===== src/rtl/direct_form_fir_iir_filter_macros.svh =====
// assertion macros shared by the filter rtl
`ifndef DIRECT_FORM_FIR_IIR_FILTER_MACROS_SVH
`define DIRECT_FORM_FIR_IIR_FILTER_MACROS_SVH

// same-cycle implication, checked on clk, off during reset
`define DFIR_ASSERT_IMPL(lbl, ante, cons, msg) \
  lbl: assert property (@(posedge clk) disable iff (!rst_n) (ante) |-> (cons)) \
    else $error(msg);

// next-cycle implication, checked on clk, off during reset
`define DFIR_ASSERT_NEXT(lbl, ante, cons, msg) \
  lbl: assert property (@(posedge clk) disable iff (!rst_n) (ante) |=> (cons)) \
    else $error(msg);

`endif


===== src/rtl/dfir_pkg.sv =====
// shared types, constants and microprogram table for the direct-form filter
package dfir_pkg;

  localparam int unsigned MAX_ORDER  = 4;
  localparam int unsigned SAMPLE_W   = 16;
  localparam int unsigned COEF_W     = 20;
  localparam int unsigned NUM_REGS   = 8;
  localparam int unsigned REG_IDX_W  = 3;
  localparam int unsigned STEP_W     = 4;
  localparam int unsigned COEF_IDX_W = 3;
  localparam int unsigned DATA_IDX_W = 2;

  // register map
  localparam logic [REG_IDX_W-1:0] REG_TAP_B0   = 3'd0;
  localparam logic [REG_IDX_W-1:0] REG_TAP_A1   = 3'd4;
  localparam logic [REG_IDX_W-1:0] REG_IIR_MODE = 3'd7;

  typedef enum logic {
    SEQ_IDLE,
    SEQ_RUN
  } seq_state_t;

  // one microprogram word
  typedef struct packed {
    logic                  mul_en;
    logic                  sub;
    logic                  src_y;
    logic [COEF_IDX_W-1:0] coef_idx;
    logic [DATA_IDX_W-1:0] data_idx;
    logic                  skip_fir;
    logic [STEP_W-1:0]     jump_to;
    logic                  done;
  } uword_t;

  // datapath control from the sequencer
  typedef struct packed {
    logic                  clr;
    logic                  mul_en;
    logic                  sub;
    logic                  src_y;
    logic [COEF_IDX_W-1:0] coef_idx;
    logic [DATA_IDX_W-1:0] data_idx;
    logic                  res_load;
    logic                  busy;
  } dp_ctl_t;

  // microprogram rom
  // steps 0..order-1: feedforward taps, oldest input first
  // steps order..2*order-2: feedback taps, skipped in fir mode
  // step 2*order-1: drain the product register, step 2*order: emit
  function automatic uword_t ucode(input int unsigned order, input logic [STEP_W-1:0] step);
    uword_t      w;
    int unsigned s;
    int unsigned k;
    w = '0;
    s = int'(step);
    k = 0;
    if (s < order) begin
      w.mul_en   = 1'b1;
      w.coef_idx = REG_TAP_B0 + COEF_IDX_W'(s);
      w.data_idx = DATA_IDX_W'(order - 1 - s);
      if (s == order - 1) begin
        w.skip_fir = 1'b1;
        w.jump_to  = STEP_W'(2 * order - 1);
      end
    end else if (s < 2 * order - 1) begin
      k          = s - order;
      w.mul_en   = 1'b1;
      w.sub      = 1'b1;
      w.src_y    = 1'b1;
      w.coef_idx = REG_TAP_A1 + COEF_IDX_W'(k);
      w.data_idx = DATA_IDX_W'(k);
    end else if (s == 2 * order) begin
      w.done = 1'b1;
    end
    return w;
  endfunction

endpackage


===== src/rtl/dfir_seq.sv =====
// microcoded sequencer: step counter, program rom and fir skip jump
module dfir_seq #(
  parameter int unsigned ORDER = 4
) (
  input  logic              clk,
  input  logic              rst_n,
  input  logic              start,
  input  logic              iir_mode,
  input  logic              out_free,
  output logic              in_ready,
  output dfir_pkg::dp_ctl_t ctl
);

  dfir_pkg::seq_state_t              state_r, state_nxt;
  logic [dfir_pkg::STEP_W-1:0]       step_r, step_nxt;
  dfir_pkg::uword_t                  word;

  // program rom lookup
  assign word = dfir_pkg::ucode(ORDER, step_r);

  // next state and step
  always_comb begin
    state_nxt = state_r;
    step_nxt  = step_r;
    unique case (state_r)
      dfir_pkg::SEQ_IDLE: begin
        step_nxt = '0;
        if (start) begin
          state_nxt = dfir_pkg::SEQ_RUN;
        end
      end
      dfir_pkg::SEQ_RUN: begin
        if (word.done) begin
          if (out_free) begin
            state_nxt = dfir_pkg::SEQ_IDLE;
            step_nxt  = '0;
          end
        end else if (word.skip_fir && !iir_mode) begin
          step_nxt = word.jump_to;
        end else begin
          step_nxt = step_r + 1'b1;
        end
      end
      default: begin
        state_nxt = dfir_pkg::SEQ_IDLE;
        step_nxt  = '0;
      end
    endcase
  end

  // control outputs
  always_comb begin
    ctl          = '0;
    in_ready     = 1'b0;
    unique case (state_r)
      dfir_pkg::SEQ_IDLE: begin
        in_ready = 1'b1;
        ctl.clr  = start;
      end
      dfir_pkg::SEQ_RUN: begin
        ctl.busy     = 1'b1;
        ctl.mul_en   = word.mul_en;
        ctl.sub      = word.sub;
        ctl.src_y    = word.src_y;
        ctl.coef_idx = word.coef_idx;
        ctl.data_idx = word.data_idx;
        ctl.res_load = word.done && out_free;
      end
      default: begin
        in_ready = 1'b0;
      end
    endcase
  end

  always_ff @(posedge clk) begin
    if (!rst_n) begin
      state_r <= dfir_pkg::SEQ_IDLE;
      step_r  <= '0;
    end else begin
      state_r <= state_nxt;
      step_r  <= step_nxt;
    end
  end

endmodule


===== src/rtl/dfir_mac.sv =====
// shared multiply-accumulate with truncation toward zero and saturation
module dfir_mac (
  input  logic                                  clk,
  input  logic                                  rst_n,
  input  dfir_pkg::dp_ctl_t                     ctl,
  input  logic signed [dfir_pkg::COEF_W-1:0]    coef,
  input  logic signed [dfir_pkg::SAMPLE_W-1:0]  data,
  output logic signed [dfir_pkg::SAMPLE_W-1:0]  result
);

  localparam int unsigned PROD_W = dfir_pkg::COEF_W + dfir_pkg::SAMPLE_W;
  localparam int unsigned ACC_W  = PROD_W + 4;
  localparam int unsigned FRAC_W = 16;
  localparam int unsigned Q_W    = ACC_W - FRAC_W;

  logic signed [PROD_W-1:0] prod_w;
  logic signed [PROD_W-1:0] prod_r;
  logic                     acc_en_r;
  logic                     sub_r;
  logic signed [ACC_W-1:0]  acc_r;
  logic signed [ACC_W-1:0]  prod_ext;
  logic signed [ACC_W-1:0]  bias;
  logic signed [ACC_W-1:0]  biased;
  logic signed [Q_W-1:0]    q_wide;
  logic                     ovf;

  // multiplier stage
  assign prod_w = coef * data;

  always_ff @(posedge clk) begin
    if (ctl.mul_en) begin
      prod_r <= prod_w;
    end
  end

  always_ff @(posedge clk) begin
    if (!rst_n) begin
      acc_en_r <= 1'b0;
      sub_r    <= 1'b0;
    end else begin
      acc_en_r <= ctl.mul_en;
      sub_r    <= ctl.sub;
    end
  end

  // accumulate stage
  assign prod_ext = {{(ACC_W - PROD_W){prod_r[PROD_W-1]}}, prod_r};

  always_ff @(posedge clk) begin
    if (ctl.clr) begin
      acc_r <= '0;
    end else if (acc_en_r) begin
      acc_r <= sub_r ? (acc_r - prod_ext) : (acc_r + prod_ext);
    end
  end

  // drop fraction toward zero: add all-ones fraction when negative, then shift
  assign bias   = acc_r[ACC_W-1] ? {{(ACC_W - FRAC_W){1'b0}}, {FRAC_W{1'b1}}} : '0;
  assign biased = acc_r + bias;
  assign q_wide = biased[ACC_W-1:FRAC_W];

  // saturate when the upper bits are not a sign extension
  assign ovf = (q_wide[Q_W-1:dfir_pkg::SAMPLE_W-1] != '0) &&
               (q_wide[Q_W-1:dfir_pkg::SAMPLE_W-1] != '1);

  always_comb begin
    if (ovf) begin
      result = q_wide[Q_W-1] ? {1'b1, {(dfir_pkg::SAMPLE_W - 1){1'b0}}}
                             : {1'b0, {(dfir_pkg::SAMPLE_W - 1){1'b1}}};
    end else begin
      result = q_wide[dfir_pkg::SAMPLE_W-1:0];
    end
  end

endmodule


===== src/rtl/direct_form_fir_iir_filter.sv =====
// direct-form fir / iir filter, one shared mac driven by a microprogram
// the single multiplier-accumulator steps through one tap per cycle, skipping the feedback taps in fir mode,
//   then drains and emits; a new sample is accepted only while the program is idle
// samples that only fill the history start no program and give no beat
// sync active-low reset clears coefficients, mode, both histories and the fill count
`include "direct_form_fir_iir_filter_macros.svh"

module direct_form_fir_iir_filter #(
  parameter int unsigned ORDER = 4
) (
  input  logic                                 clk,
  input  logic                                 rst_n,
  // input stream
  input  logic                                 in_tvalid,
  output logic                                 in_tready,
  input  logic [15:0]                          in_tdata,   // [15:0] sample_in
  // result stream
  output logic                                 out_tvalid,
  input  logic                                 out_tready,
  output logic [15:0]                          out_tdata,  // [15:0] sample_out
  // configuration writes
  input  logic                                 cfg_wr_en,
  input  logic [dfir_pkg::REG_IDX_W-1:0]       cfg_addr,
  input  logic [dfir_pkg::COEF_W-1:0]          cfg_wdata
);

  localparam int unsigned HIST_IDX_W = $clog2(ORDER);

  logic signed [dfir_pkg::COEF_W-1:0]   coef_r [dfir_pkg::NUM_REGS-1];
  logic                                 iir_mode_r;
  logic signed [dfir_pkg::SAMPLE_W-1:0] x_sr_r [ORDER];
  logic signed [dfir_pkg::SAMPLE_W-1:0] y_sr_r [ORDER];
  logic [HIST_IDX_W-1:0]                fill_r;
  logic                                 full;
  logic                                 in_fire;
  logic                                 start;
  logic                                 out_free;
  logic                                 out_valid_r;
  logic [dfir_pkg::SAMPLE_W-1:0]        out_data_r;
  logic signed [dfir_pkg::COEF_W-1:0]   coef_sel;
  logic signed [dfir_pkg::SAMPLE_W-1:0] data_sel;
  logic signed [dfir_pkg::SAMPLE_W-1:0] mac_result;
  logic [HIST_IDX_W-1:0]                hist_idx;
  dfir_pkg::dp_ctl_t                    ctl;

  assign in_fire  = in_tvalid && in_tready;
  assign full     = (fill_r == HIST_IDX_W'(ORDER - 1));
  assign start    = in_fire && full;
  assign out_free = !out_valid_r || out_tready;

  // configuration registers
  always_ff @(posedge clk) begin
    if (!rst_n) begin
      for (int i = 0; i < int'(dfir_pkg::NUM_REGS) - 1; i++) begin
        coef_r[i] <= '0;
      end
      iir_mode_r <= 1'b0;
    end else if (cfg_wr_en) begin
      if (cfg_addr == dfir_pkg::REG_IIR_MODE) begin
        iir_mode_r <= cfg_wdata[0];
      end else begin
        coef_r[cfg_addr] <= cfg_wdata;
      end
    end
  end

  // fill count, holds once the history is full
  always_ff @(posedge clk) begin
    if (!rst_n) begin
      fill_r <= '0;
    end else if (in_fire && !full) begin
      fill_r <= fill_r + 1'b1;
    end
  end

  // input history, newest at index 0
  always_ff @(posedge clk) begin
    if (!rst_n) begin
      for (int i = 0; i < int'(ORDER); i++) begin
        x_sr_r[i] <= '0;
      end
    end else if (in_fire) begin
      x_sr_r[0] <= in_tdata;
      for (int i = 1; i < int'(ORDER); i++) begin
        x_sr_r[i] <= x_sr_r[i-1];
      end
    end
  end

  // output history, most recent result at index 0
  always_ff @(posedge clk) begin
    if (!rst_n) begin
      for (int i = 0; i < int'(ORDER); i++) begin
        y_sr_r[i] <= '0;
      end
    end else if (ctl.res_load) begin
      y_sr_r[0] <= mac_result;
      for (int i = 1; i < int'(ORDER); i++) begin
        y_sr_r[i] <= y_sr_r[i-1];
      end
    end
  end

  // operand selection
  assign hist_idx = ctl.data_idx[HIST_IDX_W-1:0];
  assign coef_sel = coef_r[ctl.coef_idx];
  assign data_sel = ctl.src_y ? y_sr_r[hist_idx] : x_sr_r[hist_idx];

  dfir_seq #(
    .ORDER (ORDER)
  ) u_seq (
    .clk      (clk),
    .rst_n    (rst_n),
    .start    (start),
    .iir_mode (iir_mode_r),
    .out_free (out_free),
    .in_ready (in_tready),
    .ctl      (ctl)
  );

  dfir_mac u_mac (
    .clk    (clk),
    .rst_n  (rst_n),
    .ctl    (ctl),
    .coef   (coef_sel),
    .data   (data_sel),
    .result (mac_result)
  );

  // output register
  always_ff @(posedge clk) begin
    if (!rst_n) begin
      out_valid_r <= 1'b0;
    end else if (ctl.res_load) begin
      out_valid_r <= 1'b1;
    end else if (out_tready) begin
      out_valid_r <= 1'b0;
    end
  end

  always_ff @(posedge clk) begin
    if (ctl.res_load) begin
      out_data_r <= mac_result;
    end
  end

  assign out_tvalid = out_valid_r;
  assign out_tdata  = out_data_r;

  // checks
  `DFIR_ASSERT_IMPL(a_load_free, ctl.res_load, !out_tvalid || out_tready, "result overwrote a waiting beat")
  `DFIR_ASSERT_NEXT(a_start_busy, start, ctl.busy && !in_tready, "full history did not start the program")
  `DFIR_ASSERT_NEXT(a_load_valid, ctl.res_load, out_tvalid, "loaded result not presented")
  `DFIR_ASSERT_IMPL(a_busy_full, ctl.busy, full, "program running before history filled")

endmodule

===== config.mk =====
export PLATFORM = sky130hd
export DESIGN_NAME = direct_form_fir_iir_filter
export DESIGN_NICKNAME = d
export VERILOG_FILES = /design/src/rtl/dfir_pkg.sv /design/src/rtl/dfir_seq.sv /design/src/rtl/dfir_mac.sv /design/src/rtl/direct_form_fir_iir_filter.sv
export VERILOG_INCLUDE_DIRS = /design/src /design/src/rtl
export SDC_FILE = /design/constraint.sdc
export NUM_CORES = 2
export LEC_CHECK = 0
export CAP_MARGIN = 15
export CORE_ASPECT_RATIO = 1.1
export CORE_MARGIN = 10
export CORE_UTILIZATION = 54
export CTS_CLUSTER_SIZE = 25
export DETAILED_ROUTE_END_ITERATION = 7
export DONT_BUFFER_PORTS = 1
export PLACE_DENSITY_LB_ADDON = 0.08
export SETUP_SLACK_MARGIN = 0.4
export SLEW_MARGIN = 20
export SYNTH_ARGS = -nofsm -noshare
export SYNTH_HDL_FRONTEND = slang
export SYNTH_SLANG_ARGS = --single-unit

===== constraint.sdc =====
create_clock -name clk -period 10.05 [get_ports clk]
set_clock_uncertainty 0.15 [all_clocks]
set_input_delay 2.01 -clock clk [delete_from_list [all_inputs] [get_ports clk]]
set_output_delay 2.01 -clock clk [all_outputs]
set_load 0.01 [all_outputs]

Word level (Yosys, flattened, before mapping). Memory sizes are Yosys's and may differ from the RTL's. Index checks and enable logic that the tools add are counted.

Bits in writable memories: 268. Memories kept: 3. Register bits after elaboration: 103. Output and inout bits: 18. Logic and storage cells: 104. Input bits: 44.

Memory list: coef_r (words 7, width 20, read ports 1, clocked after memory_dff 0, wr ports 7, RTL line direct_form_fir_iir_filter.sv:29) `logic signed [dfir_pkg::COEF_W-1:0] coef_r [dfir_pkg::NUM_REGS-1];`; x_sr_r (words 4, width 16, read ports 4, clocked after memory_dff 0, wr ports 4, RTL line direct_form_fir_iir_filter.sv:31) `logic signed [dfir_pkg::SAMPLE_W-1:0] x_sr_r [ORDER];`; y_sr_r (words 4, width 16, read ports 4, clocked after memory_dff 0, wr ports 4, RTL line direct_form_fir_iir_filter.sv:32) `logic signed [dfir_pkg::SAMPLE_W-1:0] y_sr_r [ORDER];`.

Multipliers: 1. $lt $le $gt $ge: 2. Equal/unequal tests: 6. Multiplexer cells: 49. $add $sub $neg: 8. Bitwise gates (word level): 10. Reductions and logical operators: 15.

Operator list (number): $mux 16 (12); $add 40x36->40 (1); $add 40x40->40 (1); $mux 40 (1); $sub 40x36->40 (1); $mul 20x16->36 (1); $mux 1 (23); $mux 20 (1); $reduce_or 20->1 (1); $mux 5 (3); $mux 4 (3); $mux 10 (1); $ne 9x9->1 const B (1); $reduce_bool 9->1 (1); $lt 4x3->1 const B (2); $mux 8 (1); $or 1x1->1 (8); $pmux 4 s2 (1); $logic_and 1x1->1 (6); $add 4x1->4 const B (1); $eq 4x2->1 const B (1); $eq 4x4->1 const B (1); $add 3x3->3 const A (1); $eq 3x3->1 const B (1); other kinds (14) (17).

Depth between registers and ports, before layout.
Depth after elaboration: 10. Depth in mapped cells: 36. Mapped depth without buffers: 33.

By module. From an unflattened synthesis, not the netlist that was laid out.

Cells, all modules: 2912. Area, all modules: 31939.4 sq um.

Modules (own cells, without submodules): dfir_mac (sequential area each 1921.8 sq um, cells each 2061, instances 1, area each 18187.4 sq um); direct_form_fir_iir_filter (sequential area each 9008.6 sq um, cells each 807, instances 1, area each 13371.6 sq um); dfir_seq (sequential area each 100.1 sq um, cells each 44, instances 1, area each 380.4 sq um).

Least setup slack after synthesis. OpenSTA, ideal clock, no wires.

Kind: reg-to-reg. From: register u_seq.step_r[1] in the netlist's numbering. To: register u_mac.prod_r[32], data pin. Path buffers: 1. Arrival time: 7.993 ns. Clock period less this slack: 8.401 ns. Stages on the path, launching flop included: 29. Data required time: 9.642 ns. Setup slack: 1.649 ns. Setup time: 0.258 ns. Cell sequence: dfxtp_1 -> ha_1 -> nand2_1 -> nand2_1 -> inv_2 -> clkbuf_1 -> a31oi_1 -> mux2i_1 -> nand2_1 -> fa_1 -> fa_1 -> fa_1 -> inv_1 -> fa_1 -> fa_1 -> inv_1 -> fa_1 -> inv_1 -> ha_1 -> and4_1 -> and3_1 -> nor4b_1 -> o21a_1 -> o31ai_2 -> a211oi_1 -> o21ai_1 -> nand2b_1 -> a21oi_1 -> xnor2_1.

Cells in the longest elaborated chain, start to end: 7. Elaborated cells between the ends (all ways): 14. Those cells by class: add/sub (3); mul (1); order compare (2); mux (5); memory (3).

Ends and longest elaborated chain: from (decl) (RTL line dfir_seq.sv:15) `logic [dfir_pkg::STEP_W-1:0] step_r, step_nxt;`; from (signal assigned) (RTL line dfir_seq.sv:81) `step_r <= step_nxt;`; $sub 3x3->3 or $lt 4x3->1 (tied branches) (RTL line dfir_pkg.sv:67, dfir_pkg.sv:66); $add 3x3->3 or $mux 8 (tied branches) (RTL line dfir_pkg.sv:71, dfir_pkg.sv:66); $mux 8 or $mux 5 (tied branches) (RTL line dfir_pkg.sv:66, dfir_pkg.sv:58); $mux 5 or $mux 10 (tied branches) (RTL line dfir_pkg.sv:58, dfir_seq.sv:55); $mux 10 (*) (RTL line dfir_seq.sv:55) `unique case (state_r)`; $mem_v2 7x20 or $mux 16 (tied branches); $mul 20x16->36 (*) (RTL line dfir_mac.sv:28) `assign prod_w = coef * data;`; named net u_mac.prod_w[32] (RTL line dfir_mac.sv:16) `logic signed [PROD_W-1:0] prod_w;`; to (signal assigned) (RTL line dfir_mac.sv:32) `prod_r <= prod_w;`; to (decl) (RTL line dfir_mac.sv:17) `logic signed [PROD_W-1:0] prod_r;`.

The timed path passes the listed nets; every way through them passes the cells marked *. A chain may end at the register's enable or synchronous reset.

Worst setup path in the final report. Ends and elaborated chain as after synthesis.

==> out/results.txt <==
vias post-DR = 22600
largest net degree at the start of global routing = 143
Final Cycle Share = 91.8%
setup TNS = 0 ns
initial antenna violation count = 0
required time worst endpoint = 10.25 ns
Leak = 0.0149 uW
internal power = 5430 uW
number of synthesized flops with an enable pin = 320
root buffer cell = clkbuf_16
pre-CTS setup slack = 0.517 ns
endpoints failing setup = 0
Final Power = 9560 uW
CP max FO = 16
Setup WS post-layout = 0.824 ns
post-synthesis cell count = 3152
1st-pass router iterations = 5
Async SR Flop Fraction = 0%
clk buf depth = 3
Hold EP = coef_r[6][7]$_SDFFE_PN0P_
CP peak stage delay = 0.57 ns
max-slew violations = 0
design area = 34000 um^2
CTS buffer count = 44
Clk Latency, worst-skew pair = 0.60 ns
Gates resized, CTS repair = 0
CP Capture Type = register
Period minus WS final = 9.23 ns
CTS Hold Bufs = 0
Post-Syn Area = 31400 um^2
gp weighted congestion = 0.908
Main synth FF type = edfxtp_1
Distinct cells, synth = 77
vias in the first global route = 23400
peak supply drop = 0.254 mV
Setup CP Type = register to register
Routed Antenna Nets = 0
DIE AREA = 68200 um^2
NetSw = 4130 uW
Startpoint Class = register
total wire length = 84800 um
worst hold path depth = 2
YS warnings = 0
Placed Cells = 3846
switching portion of total power = 43.2%
worst-margin pin slew = 1.05 ns
CP Launch Point = u_seq.step_r[1]$_SDFFE_PN0P_
Yosys reg bits = 391
outcome = completed
Max-cap violations = 0
Buf+Inv Stages, Crit Path = 5
port bufs = 0
HP Class = register to register
# DRC = 0
Final Hold Fails = 0
Ports = 62
Slew HR = 29.5%
reg2reg end = u_mac.prod_r[32]$_DFFE_PP_
sequential power share = 24.2%
Post-Layout Cell Count = 3927
DIE HEIGHT = 273 um
CTS tree = done
most frequent cells in the layout = inv_1 (411), nor2_1 (397), nand2_1 (342)
Pwr Density = 281 nW/um^2
Area Overhead vs Synth = 8.15%
syn_area_per_cell = 9.97 um^2
CTS H-tree depth = 2
Logic pwr share = 58.6%
RSZ-0062 raised after global routing = false
DR vias/cell = 5.75
min-delay src = coef_r[6][7]$_SDFFE_PN0P_
post-CTS setup repair buffer count = 0
Die Wd = 250 um
final HPWL from detailed placement = 63300 um
clock network fraction of total power = 17.2%
first-pass GRT wire length = 133000 um
CTS sink cnt = 391
Worst path slowest cell = dfxtp_1
area of the core = 57400 um^2
fin nets = 3651
Worst Path Arrival = 9.42 ns
post-placement cell area = 32500 um^2
# fillers = 4967
1st-iter DRT viols = 1720
ANT cells = 0
Avg WL per Cell = 21.6 um
grt ovf = 0
Starting Density = 54.7%
R2R Setup Slk = 0.82 ns
Reg clk slew, reported paths = 0.06 ns
WP depth = 29
commonest non-fill, non-tap cell in the layout = inv_1
FF-to-FF path depth = 29
f_max = 108 MHz
Worst path top cell family by delay = adder cells
ratio of cells with drive above 1 in the final layout = 7.65%
sequential area share after synthesis = 35.1%
total global-route track usage = 24.8%
Placement Rows = 92
worst r2r src = u_seq.step_r[1]$_SDFFE_PN0P_
==> registers in the layout, indices dropped and copies added (netlist names), 2 cells and up <==
name,count
y_sr_r,64
u_seq.step_r,4
x_sr_r,64
u_mac.acc_r,40
u_mac.prod_r,36
out_tdata,16
fill_r,2
coef_r,160
==> power groups by stage <==
stage               clock network [uW]  logic [uW]  registers (uW)
global route                      1740        6290            2340
finish                            1640        5600            2320
global placement                     0        5410            2350
floorplan                            0        4200            2280
CTS                               1670        5590            2320
detailed placement                   0        5550            2350
==> metal layers <==
layer / vias to the layer above / wire length, um / GRT usage, % / part of all wire, %
met5: - / 0 / 0 / 0
met4: 0 / 3330 / 9.29 / 3.9
met3: 166 / 4900 / 3.79 / 5.8
met2: 690 / 41800 / 42.4 / 49
met1: 11400 / 34800 / 31.3 / 41
li1: 10400 / - / - / -
==> worst register-to-register path, delay by kind of cell, from the launching register on <==
| kind | cells | cell delay [ns] |
|---|---|---|
| AOI/OAI and AO/OA | 5 | 1.10 |
| xor gates and xnor gates | 1 | 0.12 |
| adders and majority gates | 8 | 3.74 |
| buffers and inverters | 5 | 0.68 |
| DFF | 1 | 0.57 |
| and+or+nand+nor | 10 | 2.60 |
==> metrics by stage <==
stage          util (%)  hold WS (ns)
2_1_floorplan         -         0.311
3_3_place_gp       56.5         0.321
3_5_place_dp       56.5         0.328
4_1_cts            59.1         0.340
5_1_grt            59.1         0.362
6_report           59.1         0.340
==> kinds of logic after synthesis <==
kind of cell	share of synthesized area (%)
AOI/OAI and AO/OA	7.25
xor gates and xnor gates	3.40
adders and majority gates	26.2
buffers and inverters	6.74
DFF	35.1
muxes	4.51
other	0.0119
and+or+nand+nor	16.7
==> cell type report <==
class	instances	area (um^2)	share of cell area (%)
clock buffers	62	1250	3.68
inverters	416	1560	4.60
well taps	752	941	2.77
multi-input cells	2221	18400	54.3
clock inverters	19	228	0.670
repair buffers	66	512	1.51
flip-flops and latches	391	11000	32.5
==> worst max-delay path by stage <==
stage,end,slack [ns]
finish,u_mac.prod_r[32]$_DFFE_PP_,0.82
global route,u_mac.prod_r[34]$_DFFE_PP_,0.41
floorplan,u_mac.prod_r[32]$_DFFE_PP_,1.65
detailed placement,u_mac.prod_r[32]$_DFFE_PP_,0.52
CTS,u_mac.prod_r[32]$_DFFE_PP_,0.51
global placement,u_mac.prod_r[34]$_DFFE_PP_,0.81
==> cells in the mapped netlist (all sizes together) (14+ instances only) <==
| cell | n | area (um^2) |
|---|---|---|
| a211oi | 18 | 140 |
| a21o | 27 | 203 |
| a21oi | 120 | 604 |
| a31oi | 23 | 144 |
| and2 | 58 | 363 |
| and3 | 128 | 801 |
| buf | 25 | 114 |
| clkbuf | 118 | 443 |
| dfxtp | 71 | 1420 |
| edfxtp | 320 | 9610 |
| fa | 319 | 6390 |
| ha | 148 | 1850 |
| inv | 414 | 1550 |
| mux2i | 56 | 573 |
| mux4 | 32 | 721 |
| nand2 | 350 | 1310 |
| nand2b | 34 | 213 |
| nand3 | 74 | 370 |
| nor2 | 399 | 1500 |
| nor3 | 34 | 170 |
| o21a | 25 | 188 |
| o21ai | 68 | 340 |
| o21bai | 14 | 105 |
| o22ai | 17 | 106 |
| or2 | 21 | 131 |
| xnor2 | 93 | 815 |
| xor2 | 29 | 254 |
Note: power is estimated with default switching activity, not from simulation.
